### src/rtl/plf_pkg.sv
// Shared types, codes and constants of the priority least-failure round-robin picker.
package plf_pkg;

  localparam int NUM_SLOTS_DEF = 16;
  localparam int NUM_PRIO_DEF  = 8;

  localparam int CMD_W      = 2;
  localparam int IDX_W      = 4;
  localparam int PRIO_IN_W  = 3;
  localparam int FAIL_W     = 8;
  localparam int CMP_W      = FAIL_W + 1;
  localparam int CFG_IDX_W  = 2;
  localparam int CFG_DATA_W = 8;
  localparam int OP_W       = 2;

  localparam logic [CMD_W-1:0] CMD_LOAD    = 2'd0;
  localparam logic [CMD_W-1:0] CMD_REQUEST = 2'd1;
  localparam logic [CMD_W-1:0] CMD_REPORT  = 2'd2;

  localparam logic [CFG_IDX_W-1:0] CFG_RETRY_LIMIT = 2'd0;
  localparam logic [CFG_IDX_W-1:0] CFG_PRIO_FLOOR  = 2'd1;

  localparam logic [FAIL_W-1:0]    RETRIES_RST = 8'd3;
  localparam logic [FAIL_W-1:0]    FAIL_MAX    = 8'd255;
  localparam logic [PRIO_IN_W-1:0] FLOOR_RST   = 3'd0;
  localparam logic [CMP_W-1:0]     LEAST_INIT  = {1'b1, {FAIL_W{1'b0}}};

  localparam logic [OP_W-1:0] OP_MAX   = 2'd0;
  localparam logic [OP_W-1:0] OP_MIN   = 2'd1;
  localparam logic [OP_W-1:0] OP_PICK  = 2'd2;
  localparam logic [OP_W-1:0] OP_CLEAN = 2'd3;

  typedef struct packed {
    logic [CMD_W-1:0]     command;
    logic [IDX_W-1:0]     entry_index;
    logic [PRIO_IN_W-1:0] priority_req;
    logic                 success;
  } in_word_t;

  typedef struct packed {
    logic             found;
    logic [IDX_W-1:0] selected_index;
    logic             pool_empty;
  } out_word_t;

  typedef struct packed {
    logic hit;
    logic above;
  } cmp_res_t;

endpackage

### src/rtl/plf_ram.sv
// Generic single-write, single-read RAM with registered read data.
module plf_ram #(
  parameter int WIDTH = 8,
  parameter int DEPTH = 16
) (
  input  logic                     clk,
  input  logic                     we,
  input  logic [$clog2(DEPTH)-1:0] waddr,
  input  logic [WIDTH-1:0]         wdata,
  input  logic [$clog2(DEPTH)-1:0] raddr,
  output logic [WIDTH-1:0]         rdata
);

  logic [WIDTH-1:0] mem [DEPTH];

  always_ff @(posedge clk) begin
    if (we) begin
      mem[waddr] <= wdata;
    end
    rdata <= mem[raddr];
  end

endmodule

### src/rtl/plf_cmp_unit.sv
// Shared compare unit used by every slot scan of the picker.
module plf_cmp_unit #(
  parameter int SLOT_W = $clog2(plf_pkg::NUM_SLOTS_DEF),
  parameter int PRIO_W = $clog2(plf_pkg::NUM_PRIO_DEF)
) (
  input  logic [plf_pkg::OP_W-1:0]   op,
  input  logic                       ent_valid,
  input  logic [PRIO_W-1:0]          ent_prio,
  input  logic [plf_pkg::FAIL_W-1:0] ent_fail,
  input  logic [SLOT_W-1:0]          ent_idx,
  input  logic [PRIO_W-1:0]          top,
  input  logic [plf_pkg::CMP_W-1:0]  least,
  input  logic [SLOT_W-1:0]          last,
  input  logic [plf_pkg::FAIL_W-1:0] retry_limit,
  output plf_pkg::cmp_res_t          res
);

  import plf_pkg::*;

  logic [CMP_W-1:0] opa;
  logic [CMP_W-1:0] opb;
  logic             gt;
  logic             prio_eq;
  logic             fail_eq;

  always_comb begin
    unique case (op)
      OP_MAX: begin
        opa = CMP_W'(ent_prio);
        opb = CMP_W'(top);
      end
      OP_MIN: begin
        opa = least;
        opb = CMP_W'(ent_fail);
      end
      OP_PICK: begin
        opa = CMP_W'(ent_idx);
        opb = CMP_W'(last);
      end
      default: begin
        opa = CMP_W'(ent_fail);
        opb = CMP_W'(retry_limit);
      end
    endcase
  end

  assign gt      = opa > opb;
  assign prio_eq = ent_prio == top;
  assign fail_eq = CMP_W'(ent_fail) == least;

  always_comb begin
    res.above = gt;
    unique case (op)
      OP_MAX:  res.hit = ent_valid && gt;
      OP_MIN:  res.hit = ent_valid && prio_eq && gt;
      OP_PICK: res.hit = ent_valid && prio_eq && fail_eq;
      default: res.hit = ent_valid && gt;
    endcase
  end

endmodule

### src/rtl/priority_least_failure_rr_picker.sv
// Top level of the priority least-failure round-robin picker.
// Usage: one input word per command on in_valid/in_ready (load a slot, request
// a grant, report an outcome); exactly one result word per input on
// out_valid/out_ready; register writes on cfg_valid/cfg_ready, index 0 is
// the retry limit and index 1 is priority_floor, taken at any cycle.
// Slot priority and failure count live in one RAM that a single compare unit
// walks one slot per cycle. After acceptance, load and unused command go
// straight to the result, report does a read-modify-write and then one
// cleanup scan, and request runs the top priority, least failures and pick
// scans. in_ready is high only while no command is in work, so a new word
// can enter in the cycle after the previous result is registered.
// A result waits in the output register while out_ready is low; the next word
// is still taken and runs until its own result needs the register.
// Reset clears all slot valid bits, the last-granted table and the output
// valid, and loads a retry limit of 3 and priority_floor 0.
module priority_least_failure_rr_picker #(
  parameter int NUM_SLOTS      = plf_pkg::NUM_SLOTS_DEF,
  parameter int NUM_PRIORITIES = plf_pkg::NUM_PRIO_DEF
) (
  input  logic                           clk,
  input  logic                           rst_n,
  input  logic                           in_valid,
  output logic                           in_ready,
  input  plf_pkg::in_word_t              in_data,
  output logic                           out_valid,
  input  logic                           out_ready,
  output plf_pkg::out_word_t             out_data,
  input  logic                           cfg_valid,
  output logic                           cfg_ready,
  input  logic [plf_pkg::CFG_IDX_W-1:0]  cfg_index,
  input  logic [plf_pkg::CFG_DATA_W-1:0] cfg_data
);

  import plf_pkg::*;

  localparam int SLOT_W = $clog2(NUM_SLOTS);
  localparam int PRIO_W = $clog2(NUM_PRIORITIES);
  localparam int CNT_W  = $clog2(NUM_SLOTS + 1);
  localparam int ENT_W  = PRIO_W + FAIL_W;

  localparam logic [CNT_W-1:0]  CNT_LAST = CNT_W'(NUM_SLOTS);
  localparam logic [PRIO_W-1:0] PRIO_TOP = PRIO_W'(NUM_PRIORITIES - 1);

  localparam logic [2:0] S_IDLE   = 3'd0;
  localparam logic [2:0] S_MAX    = 3'd1;
  localparam logic [2:0] S_MIN    = 3'd2;
  localparam logic [2:0] S_PICK   = 3'd3;
  localparam logic [2:0] S_RPT_WR = 3'd4;
  localparam logic [2:0] S_CLEAN  = 3'd5;
  localparam logic [2:0] S_DONE   = 3'd6;

  logic [2:0]             state_r;
  logic [CNT_W-1:0]       cnt_r;
  logic [NUM_SLOTS-1:0]   valid_r;
  logic [SLOT_W-1:0]      last_g_r [NUM_PRIORITIES];
  logic [FAIL_W-1:0]      retry_limit_r;
  logic [PRIO_IN_W-1:0]   floor_r;
  logic                   out_valid_r;
  out_word_t              out_data_r;
  logic                   have_first_r;
  logic                   have_pick_r;
  logic                   found_r;
  logic [IDX_W-1:0]       rpt_idx_r;
  logic                   success_r;
  logic [PRIO_W-1:0]      top_r;
  logic [CMP_W-1:0]       least_r;
  logic [SLOT_W-1:0]      first_r;
  logic [SLOT_W-1:0]      pick_r;
  logic [SLOT_W-1:0]      sel_r;

  logic                   in_fire;
  logic [SLOT_W-1:0]      in_slot;
  logic                   in_idx_ok;
  logic [PRIO_W-1:0]      in_prio;
  logic [SLOT_W-1:0]      rpt_slot;
  logic                   rpt_idx_ok;
  logic [PRIO_W-1:0]      floor_clamp;
  logic [SLOT_W-1:0]      scan_pidx;
  logic                   scan_end;
  logic                   ent_valid;
  logic [ENT_W-1:0]       rd_data;
  logic [PRIO_W-1:0]      rd_prio;
  logic [FAIL_W-1:0]      rd_fail;
  logic [FAIL_W-1:0]      new_fail;
  logic                   ram_we;
  logic [SLOT_W-1:0]      ram_waddr;
  logic [ENT_W-1:0]       ram_wdata;
  logic [SLOT_W-1:0]      ram_raddr;
  logic [OP_W-1:0]        op;
  cmp_res_t               cmp;
  logic                   first_any;
  logic [SLOT_W-1:0]      grant_idx;
  logic                   out_free;

  assign in_ready  = state_r == S_IDLE;
  assign cfg_ready = 1'b1;
  assign out_valid = out_valid_r;
  assign out_data  = out_data_r;
  assign in_fire   = in_valid && in_ready;
  assign out_free  = !out_valid_r || out_ready;

  assign in_slot     = SLOT_W'(in_data.entry_index);
  assign in_idx_ok   = 32'(in_data.entry_index) < NUM_SLOTS;
  assign in_prio     = (32'(in_data.priority_req) >= NUM_PRIORITIES) ? PRIO_TOP
                                                                     : PRIO_W'(in_data.priority_req);
  assign rpt_slot    = SLOT_W'(rpt_idx_r);
  assign rpt_idx_ok  = 32'(rpt_idx_r) < NUM_SLOTS;
  assign floor_clamp = (32'(floor_r) >= NUM_PRIORITIES) ? PRIO_TOP : PRIO_W'(floor_r);

  assign scan_pidx = SLOT_W'(cnt_r - 1'b1);
  assign scan_end  = cnt_r == CNT_LAST;
  assign ent_valid = (cnt_r != '0) && valid_r[scan_pidx];
  assign rd_prio   = rd_data[ENT_W-1:FAIL_W];
  assign rd_fail   = rd_data[FAIL_W-1:0];
  assign new_fail  = success_r ? '0 : ((rd_fail == FAIL_MAX) ? rd_fail : rd_fail + 1'b1);

  assign ram_we    = (in_fire && in_data.command == CMD_LOAD && in_idx_ok) ||
                     (state_r == S_RPT_WR && rpt_idx_ok && valid_r[rpt_slot]);
  assign ram_waddr = (state_r == S_IDLE) ? in_slot : rpt_slot;
  assign ram_wdata = (state_r == S_IDLE) ? {in_prio, {FAIL_W{1'b0}}} : {rd_prio, new_fail};
  assign ram_raddr = (state_r == S_IDLE) ? in_slot
                                         : ((cnt_r < CNT_LAST) ? SLOT_W'(cnt_r) : '0);

  always_comb begin
    unique case (state_r)
      S_MAX:   op = OP_MAX;
      S_MIN:   op = OP_MIN;
      S_PICK:  op = OP_PICK;
      default: op = OP_CLEAN;
    endcase
  end

  assign first_any = have_first_r || cmp.hit;
  always_comb begin
    if (have_pick_r) begin
      grant_idx = pick_r;
    end else if (cmp.hit && cmp.above) begin
      grant_idx = scan_pidx;
    end else if (have_first_r) begin
      grant_idx = first_r;
    end else begin
      grant_idx = scan_pidx;
    end
  end

  plf_ram #(
    .WIDTH (ENT_W),
    .DEPTH (NUM_SLOTS)
  ) u_slot_ram (
    .clk   (clk),
    .we    (ram_we),
    .waddr (ram_waddr),
    .wdata (ram_wdata),
    .raddr (ram_raddr),
    .rdata (rd_data)
  );

  plf_cmp_unit #(
    .SLOT_W (SLOT_W),
    .PRIO_W (PRIO_W)
  ) u_cmp (
    .op          (op),
    .ent_valid   (ent_valid),
    .ent_prio    (rd_prio),
    .ent_fail    (rd_fail),
    .ent_idx     (scan_pidx),
    .top         (top_r),
    .least       (least_r),
    .last        (last_g_r[top_r]),
    .retry_limit (retry_limit_r),
    .res         (cmp)
  );

  always_ff @(posedge clk) begin
    if (!rst_n) begin
      state_r       <= S_IDLE;
      cnt_r         <= '0;
      valid_r       <= '0;
      retry_limit_r <= RETRIES_RST;
      floor_r       <= FLOOR_RST;
      out_valid_r   <= 1'b0;
      have_first_r  <= 1'b0;
      have_pick_r   <= 1'b0;
      found_r       <= 1'b0;
      for (int p = 0; p < NUM_PRIORITIES; p++) begin
        last_g_r[p] <= '0;
      end
    end else begin
      if (cfg_valid && cfg_ready) begin
        unique case (cfg_index)
          CFG_RETRY_LIMIT: retry_limit_r <= cfg_data[FAIL_W-1:0];
          CFG_PRIO_FLOOR:  floor_r <= cfg_data[PRIO_IN_W-1:0];
          default: ;
        endcase
      end
      if (state_r == S_DONE && out_free) begin
        out_valid_r <= 1'b1;
      end else if (out_valid_r && out_ready) begin
        out_valid_r <= 1'b0;
      end
      unique case (state_r)
        S_IDLE: begin
          if (in_fire) begin
            found_r <= 1'b0;
            cnt_r   <= '0;
            unique case (in_data.command)
              CMD_LOAD: begin
                if (in_idx_ok) begin
                  valid_r[in_slot] <= 1'b1;
                end
                state_r <= S_DONE;
              end
              CMD_REQUEST: state_r <= S_MAX;
              CMD_REPORT:  state_r <= S_RPT_WR;
              default:     state_r <= S_DONE;
            endcase
          end
        end
        S_MAX: begin
          cnt_r <= scan_end ? '0 : cnt_r + 1'b1;
          if (scan_end) begin
            state_r <= S_MIN;
          end
        end
        S_MIN: begin
          cnt_r <= scan_end ? '0 : cnt_r + 1'b1;
          if (scan_end) begin
            have_first_r <= 1'b0;
            have_pick_r  <= 1'b0;
            state_r      <= S_PICK;
          end
        end
        S_PICK: begin
          cnt_r <= scan_end ? '0 : cnt_r + 1'b1;
          if (cmp.hit) begin
            have_first_r <= 1'b1;
            if (cmp.above) begin
              have_pick_r <= 1'b1;
            end
          end
          if (scan_end) begin
            state_r <= S_DONE;
            if (first_any) begin
              found_r           <= 1'b1;
              last_g_r[top_r]   <= grant_idx;
            end
          end
        end
        S_RPT_WR: begin
          state_r <= S_CLEAN;
        end
        S_CLEAN: begin
          cnt_r <= scan_end ? '0 : cnt_r + 1'b1;
          if (cmp.hit) begin
            valid_r[scan_pidx] <= 1'b0;
          end
          if (scan_end) begin
            state_r <= S_DONE;
          end
        end
        S_DONE: begin
          if (out_free) begin
            state_r <= S_IDLE;
          end
        end
        default: state_r <= S_IDLE;
      endcase
    end
  end

  always_ff @(posedge clk) begin
    if (in_fire) begin
      rpt_idx_r <= in_data.entry_index;
      success_r <= in_data.success;
      top_r     <= floor_clamp;
      least_r   <= LEAST_INIT;
    end
    if (state_r == S_MAX && cmp.hit) begin
      top_r <= rd_prio;
    end
    if (state_r == S_MIN && cmp.hit) begin
      least_r <= CMP_W'(rd_fail);
    end
    if (state_r == S_PICK) begin
      if (cmp.hit && !have_first_r) begin
        first_r <= scan_pidx;
      end
      if (cmp.hit && cmp.above && !have_pick_r) begin
        pick_r <= scan_pidx;
      end
      if (scan_end) begin
        sel_r <= grant_idx;
      end
    end
    if (state_r == S_DONE && out_free) begin
      out_data_r.found          <= found_r;
      out_data_r.selected_index <= found_r ? IDX_W'(sel_r) : '0;
      out_data_r.pool_empty     <= ~|valid_r;
    end
  end

  a_sel_zero: assert property (@(posedge clk) disable iff (!rst_n)
    out_valid && !out_data.found |-> out_data.selected_index == '0)
    else $error("result without grant carries a nonzero slot");

  a_grant_nonempty: assert property (@(posedge clk) disable iff (!rst_n)
    out_valid && out_data.found |-> !out_data.pool_empty)
    else $error("grant reported with an empty pool");

  a_cnt_range: assert property (@(posedge clk) disable iff (!rst_n)
    cnt_r <= CNT_LAST)
    else $error("scan counter beyond table");

  a_load_sets: assert property (@(posedge clk) disable iff (!rst_n)
    in_fire && in_data.command == CMD_LOAD && in_idx_ok |=> valid_r[$past(in_slot)])
    else $error("loaded slot not marked valid");

endmodule
### config.mk
export PLATFORM = sky130hd
export DESIGN_NAME = priority_least_failure_rr_picker
export DESIGN_NICKNAME = d
export VERILOG_FILES = /design/src/rtl/plf_pkg.sv /design/src/rtl/plf_ram.sv /design/src/rtl/plf_cmp_unit.sv /design/src/rtl/priority_least_failure_rr_picker.sv
export SDC_FILE = /design/constraint.sdc
export NUM_CORES = 1
export LEC_CHECK = 0
export BUFFER_PORTS_ARGS = -buffer_cell sky130_fd_sc_hd__buf_2
export CAP_MARGIN = 20
export CORE_MARGIN = 2
export CORE_UTILIZATION = 39
export DETAILED_ROUTE_END_ITERATION = 8
export SLEW_MARGIN = 20
export SYNTH_ARGS = -nofsm -noshare
export SYNTH_HDL_FRONTEND = slang
export SYNTH_SLANG_ARGS = --single-unit
### constraint.sdc
create_clock -name clk -period 13.35 [get_ports clk]
set_clock_uncertainty 0.15 [all_clocks]
set_input_delay 0.6675 -clock clk [delete_from_list [all_inputs] [get_ports clk]]
set_output_delay 0.6675 -clock clk [all_outputs]
set_load 0.02 [all_outputs]
# Word level (Yosys, flattened, before mapping)
# Memories as Yosys holds them, arrays and structs flattened. A register that Yosys moved wholly into a read port is not among the register bits.
# Cells that the tools add are included.
[op_classes]
n_addsub = 3
order_cmp = 7
n_eq_ne = 26
mux = 63
bitwise_logic = 3
n_reduce_logical = 51
[ops]
columns = ["cell", "n"]
rows = [
  ["$mux W16", 3],
  ["$mux W8", 4],
  ["$pmux W16 S2", 1],
  ["$mux W4", 7],
  ["$mux W3", 9],
  ["$pmux W9 S3", 1],
  ["$pmux W8 S3", 1],
  ["$mux W1", 22],
  ["$pmux W3 S6", 1],
  ["$logic_and A1 B1 Y1", 17],
  ["$and A16 B16 Y16", 1],
  ["$not A16 Y16", 1],
  ["$or A16 B16 Y16", 1],
  ["$reduce_or A16 Y1", 1],
  ["$lt A4 B5 Y1 const B", 3],
  ["$ne A2 B2 Y1 const B", 7],
  ["$reduce_bool A2 Y1", 7],
  ["$reduce_and A2 Y1", 6],
  ["$reduce_and A4 Y1", 3],
  ["$mux W11", 1],
  ["$mux W5", 2],
  ["$pmux W5 S2", 1],
  ["$eq A3 B3 Y1 const B", 3],
  ["$eq A8 B9 Y1", 1],
  ["28 further kinds", 49],
]
[word_totals]
reg_bits = 74
mem_bits_rw = 208
elab_cells = 175
memories = 2
[mem_list]
columns = ["name", "depth", "width", "read_ports", "rd_ports_with_merged_regs", "write_ports", "line_no", "text"]
rows = [
  ["u_slot_ram.mem", 16, 11, 1, 1, 1, "plf_ram.sv:14", "logic [WIDTH-1:0] mem [DEPTH];"],
  ["last_g_r", 8, 4, 1, 1, 8, "priority_least_failure_rr_picker.sv:55", "logic [SLOT_W-1:0] last_g_r [NUM_PRIORITIES];"],
]

# Longest topological paths before layout
[logic_depth]
depth_word = 15
mapped_depth = 17
ltp_nobuf = 14

# Cells and area by module
# Synthesis repeated with hierarchy kept, for this count alone.
[unflattened]
cells_unflattened = 904
area_unflattened_um2 = 13230.2
[by_module_without_submodules]
columns = ["mod", "n_inst", "cells_per_inst", "area_each_um2"]
rows = [
  ["plf_ram", 1, 305, 7039.3],
  ["priority_least_failure_rr_picker", 1, 508, 5516.5],
  ["plf_cmp_unit", 1, 91, 674.4],
]

# Worst setup path after synthesis
# OpenSTA, ideal clock, no wires.
[synth_timing]
kind = "reg2reg"
from = "register cnt_r[0]"
to = "register top_r[0] (data pin)"
t_arrival_ns = 3.829
t_required_ns = 12.940
setup_slack_ns = 9.111
path_stages_with_launch = 16
path_buffers = 2
synth_period_minus_slack_ns = 4.239
path_cell_list = "dfxtp_1 clkbuf_1 inv_1 ha_1 xnor2_1 nor2_1 a21oi_1 a21oi_1 o22a_1 ha_1 a21oi_1 o211ai_1 nand3_4 or3_1 buf_6 mux2_4"
[synth_via]
elab_chain_len = 9
elab_cells_between_ends = 14
cone_classes = "add/sub (1); order compare (1); mux (5); reduce/logical (7)"
[synth_rtl]
columns = ["item", "line_no", "text"]
rows = [
  ["from (decl)", "priority_least_failure_rr_picker.sv:53", "logic [CNT_W-1:0] cnt_r;"],
  ["from (signal assigned)", "priority_least_failure_rr_picker.sv:220", "cnt_r <= scan_end ? '0 : cnt_r + 1'b1;"],
  ["from (signal assigned)", "priority_least_failure_rr_picker.sv:226", "cnt_r <= scan_end ? '0 : cnt_r + 1'b1;"],
  ["from (signal assigned)", "priority_least_failure_rr_picker.sv:234", "cnt_r <= scan_end ? '0 : cnt_r + 1'b1;"],
  ["$sub A4 B1 Y4 (*)", "priority_least_failure_rr_picker.sv:110", "assign scan_pidx = SLOT_W'(cnt_r - 1'b1);"],
  ["net scan_pidx[0]", "priority_least_failure_rr_picker.sv:78", "logic [SLOT_W-1:0] scan_pidx;"],
  ["branches (longest 5 deep; another with $gt A9 B8 Y1)", "-", ""],
  ["$pmux W1 S2 (*)", "plf_cmp_unit.sv:53", "unique case (op)"],
  ["$logic_and A1 B1 Y1 (*)", "priority_least_failure_rr_picker.sv:278", "if (state_r == S_MAX && cmp.hit) begin"],
  ["$mux W3 (*)", "priority_least_failure_rr_picker.sv:278", ""],
  ["to (signal assigned)", "priority_least_failure_rr_picker.sv:275", "top_r <= floor_clamp;"],
  ["to (signal assigned)", "priority_least_failure_rr_picker.sv:279", "top_r <= rd_prio;"],
  ["to (decl)", "priority_least_failure_rr_picker.sv:65", "logic [PRIO_W-1:0] top_r;"],
]
# Mark *: on every way through the listed nets, which the timed path passes. The select of a mux whose other input is x is not followed.
# A chain may end at the register's enable or synchronous reset.

# Worst setup path after layout
[layout_timing]
from = "register cnt_r[0]"
to = "register top_r[1] (enable)"
[layout_via]
elab_chain_len = 9
elab_cells_between_ends = 14
cone_classes = "add/sub (1); order compare (1); mux (4); reduce/logical (8)"
[layout_rtl]
columns = ["item", "line_no"]
rows = [
  ["$sub A4 B1 Y4 (*)", "priority_least_failure_rr_picker.sv:110"],
  ["net scan_pidx[0]", "priority_least_failure_rr_picker.sv:78"],
  ["branches (longest 5 deep; another with $gt A9 B8 Y1)", "-"],
  ["$pmux W1 S2 (*)", "plf_cmp_unit.sv:53"],
  ["$logic_and A1 B1 Y1 (*)", "priority_least_failure_rr_picker.sv:278"],
  ["$reduce_bool A2 Y1 (no line) (*)", "-"],
]
# Marks and branches as above.

==> flow_summary.yaml <==
yosys:
  seq_area_frac_synth: 0.612
  yosysTopAreaCell: "edfxtp_1"
  synthArstFlopShare: 0
  synth_top_area_frac: 0.533
  ys_top_cells_by_area: "edfxtp_1, dfxtp_1, nand2_1"
  synth-xor-area-share: 0.00899
  synthFlopType: "edfxtp_1"
  synthTopCellsByCount: "edfxtp_1, nand2_1, nor2_1"
  synthMostInstantiatedCell: "edfxtp_1"
  synthDistinctLibCells: 67
  syn_area_sq_um: 13600
  synth_top_family_by_area: "simple AND/OR/NAND/NOR gates"
  syn_nets: 1208
  synth_cells: 1166
  synth_compound_area_frac: 0.0892
  synth_edf_count: 242
  ys_ff_latch: 296
  yosys_warnings: 0
  synthSimpleGateAreaFrac: 0.163
  synthAdderAreaFrac: 0.0156
  syn_area_per_cell_sq_um: 11.7
  muxShareOfSynthArea: 0.0802
route:
  wl_met3_um: 1710
  drt_iter0_drc: 650
  m1WireLength_um: 14200
  firstDrtPassIters: 6
  vias_per_cell: 5.52
  routed-via-count: 9158
  post_drt_wl_per_cell_um: 19.9
  antenna_left: 0
  dr_wl_met2_um: 16200
  top_layer_used: "met4"
  routed_wl_um: 32900
  drc: 0
setup_path:
  crit_top_cell: "a21oi_1"
  arrival_ns: 5.14
  critical_path_class: "reg -> reg"
  rrSetupSlack_ns: 8.29
  cp_max_fo: 16
  r2r_cells: 13
  worstSetupStartpointType: "flop"
  cp_data_required_time_ns: 13.43
  crit_path_end_kind: "flop"
  crit_end: "top_r[1]"
  slowest_stage: "xnor2_1"
  crit_chain: "inv_1, ha_1, xnor2_1, nor2_1, a21oi_1, a21oi_1, o22a_1, ha_1, a21oi_1, o211ai_1, nand3_4, or3_1, o21ai_0"
  r2r-end: "top_r[1]"
  timing.rr.start: "cnt_r[0]"
  crit_path_start: "cnt_r[0]"
  cp_slowest_stage_delay_ns: 0.77
timing:
  finalSetupTns_ns: 0
  rsz0062_at_grt: "false"
  worst_pin_slew_ns: 1.06
  fin_crit_ns: 5.06
  drv_slew: 0
  timing.final.crit_share: 0.379
  report.final.setup_viol: 0
  slew_headroom: 0.292
  hold_viol_final: 0
  fmax_mhz: 198
flow_run:
  cap_violations: 0
cts:
  htree_levels: 1
  cts_buffers: 31
  cts_buffer_depth: 3
  ctsResizeCount: 0
  cts_setup_buffers: 0
  clkLatencyLatePin_ns: 0.58
  cts_hold_buf: 0
  clk_pin_slew_ns: 0.06
  clock_sinks: 296
  tritoncts: "yes"
  cts_root_buffer: "clkbuf_16"
placed_design:
  io_buffers: 32
  dpl.hpwl_um: 21300
  gp_congestion: 0.858
  numPlacedInstances: 1600
layout:
  nets: 1220
  syn2layout_area_growth_pct: 12.4
  post-route-util: 0.445
  n_fill_cell: 3159
  drive_gt1_frac: 0.136
  multi_input_area_sq_um: 4950
  fin_cells: 1658
  antennaDiodeCount: 0
  regArea_sq_um: 8350
global_route:
  overflow: 0
  grt_max_degree: 78
  grt_pass1_vias: 8613
  grt_first_pass_wirelength_um: 50800
  antenna_found_initial: 0
  gr-usage-all-layers: 0.181
floorplan:
  initial_core_util: 0.396
  io_pins: 34
  dieArea_sq_um: 36500
  fp-row-count: 68
  die_h_um: 191
  fp.dieW_um: 191
  core_sq_um: 34500
pwr:
  p_leak_nw: 5.45
  power.density_nw_per_um2: 225
  vdd_ir_drop_max_mv: 0.125
worst_hold_path:
  min_from: "in_data[0]"
  worstHoldPathType: "in -> reg"
status:
  status: "finished clean"
routing by layer:
metal  vias to the layer above  track usage
met5                         -            0
met4                         0       0.0501
met3                        56       0.0252
met2                       252        0.309
met1                      4485        0.241
li1                       4365            -
power breakdown:
group          leakage (nW)  switching (mW)  internal (mW)
clock                 0.499           0.362          0.502
sequential             2.70           0.124           1.16
combinational          2.25           0.848          0.453
area by class of cell:
type,count,area share
Multi-Input combinational cell,770,0.323
Tap cell,455,0.0371
Inverter,22,0.00620
Timing Repair Buffer,57,0.0227
Sequential cell,296,0.544
Clock buffer,40,0.0548
Clock inverter,18,0.0119
critical path, delay by kind of cell, from the launching register on:
| kind | cells | cell delay [ns] |
|---|---|---|
| AND/OR/NAND/NOR | 3 | 0.90 |
| XOR/XNOR | 1 | 0.77 |
| adder cells (fa/ha/maj) | 2 | 0.63 |
| AO/OA/AOI/OAI | 6 | 1.22 |
| buffers and inverters | 1 | 0.28 |
| flip-flops | 1 | 0.75 |
registers in the layout, summed over array words and instances, names as in the netlist, named ones only:
| name | cells |
|---|---|
| u_slot_ram.rdata | 11 |
| have_pick_r | 1 |
| state_r | 3 |
| valid_r | 16 |
| out_valid | 1 |
| floor_clamp | 3 |
| sel_r | 4 |
| retry_limit_r | 8 |
| pick_r | 4 |
| found_r | 1 |
| u_slot_ram.mem | 176 |
| cnt_r | 5 |
| last_g_r | 32 |
| success_r | 1 |
| have_first_r | 1 |
| first_r | 4 |
| least_r | 9 |
| rpt_idx_r | 4 |
| top_r | 3 |
| out_data | 6 |
worst min-delay path by stage:
stage	end	slack, ns	cells after the start
floorplan	retry_limit_r[1]	0.29	2
global placement	found_r	0.35	2
CTS	success_r	0.13	1
global route	success_r	0.13	1
detailed placement	retry_limit_r[1]	0.35	2
finish	success_r	0.16	1
cell families (layout without fill, tap and decap cells):
family	Yosys count	in the layout
AND/OR/NAND/NOR	471	471
adder cells (fa/ha/maj)	17	17
multiplexers	84	84
buffers and inverters	100	137
XOR/XNOR	14	14
other	1	1
AO/OA/AOI/OAI	183	183
flip-flops	296	296
through the flow:
stage | area (sq um) | power, mW | setup WS, ns | hold slack, ns
2_1_floorplan | 13600 | 2.22 | 9.11 | 0.286
3_3_place_gp | 14300 | 2.59 | 8.51 | 0.349
3_5_place_dp | 14300 | 2.60 | 8.34 | 0.352
4_1_cts | 15300 | 3.46 | 8.32 | 0.127
5_1_grt | 15300 | 3.65 | 7.95 | 0.130
6_report | 15300 | 3.45 | 8.29 | 0.158
layout by cell type, fill, tap and decap left out, drive strengths merged, types with 4 or more instances in the layout:
cell,n
nand2,190
o21ai,47
edfxtp,242
a32oi,11
and3,15
mux2i,53
xor2,12
and2,5
nand3,54
nor2,83
nand2b,9
clkbuf,40
or4,4
o31ai,6
dfxtp,54
nor4,23
buf,57
mux2,14
nor3,38
nor2b,7
a21oi,39
or3,9
inv,22
a22oi,14
nor3b,6
clkinv,13
nand3b,17
mux4,17
ha,17
a31oi,11
a211oi,5
o211ai,23
Note: power is estimated with default switching activity, not from simulation.
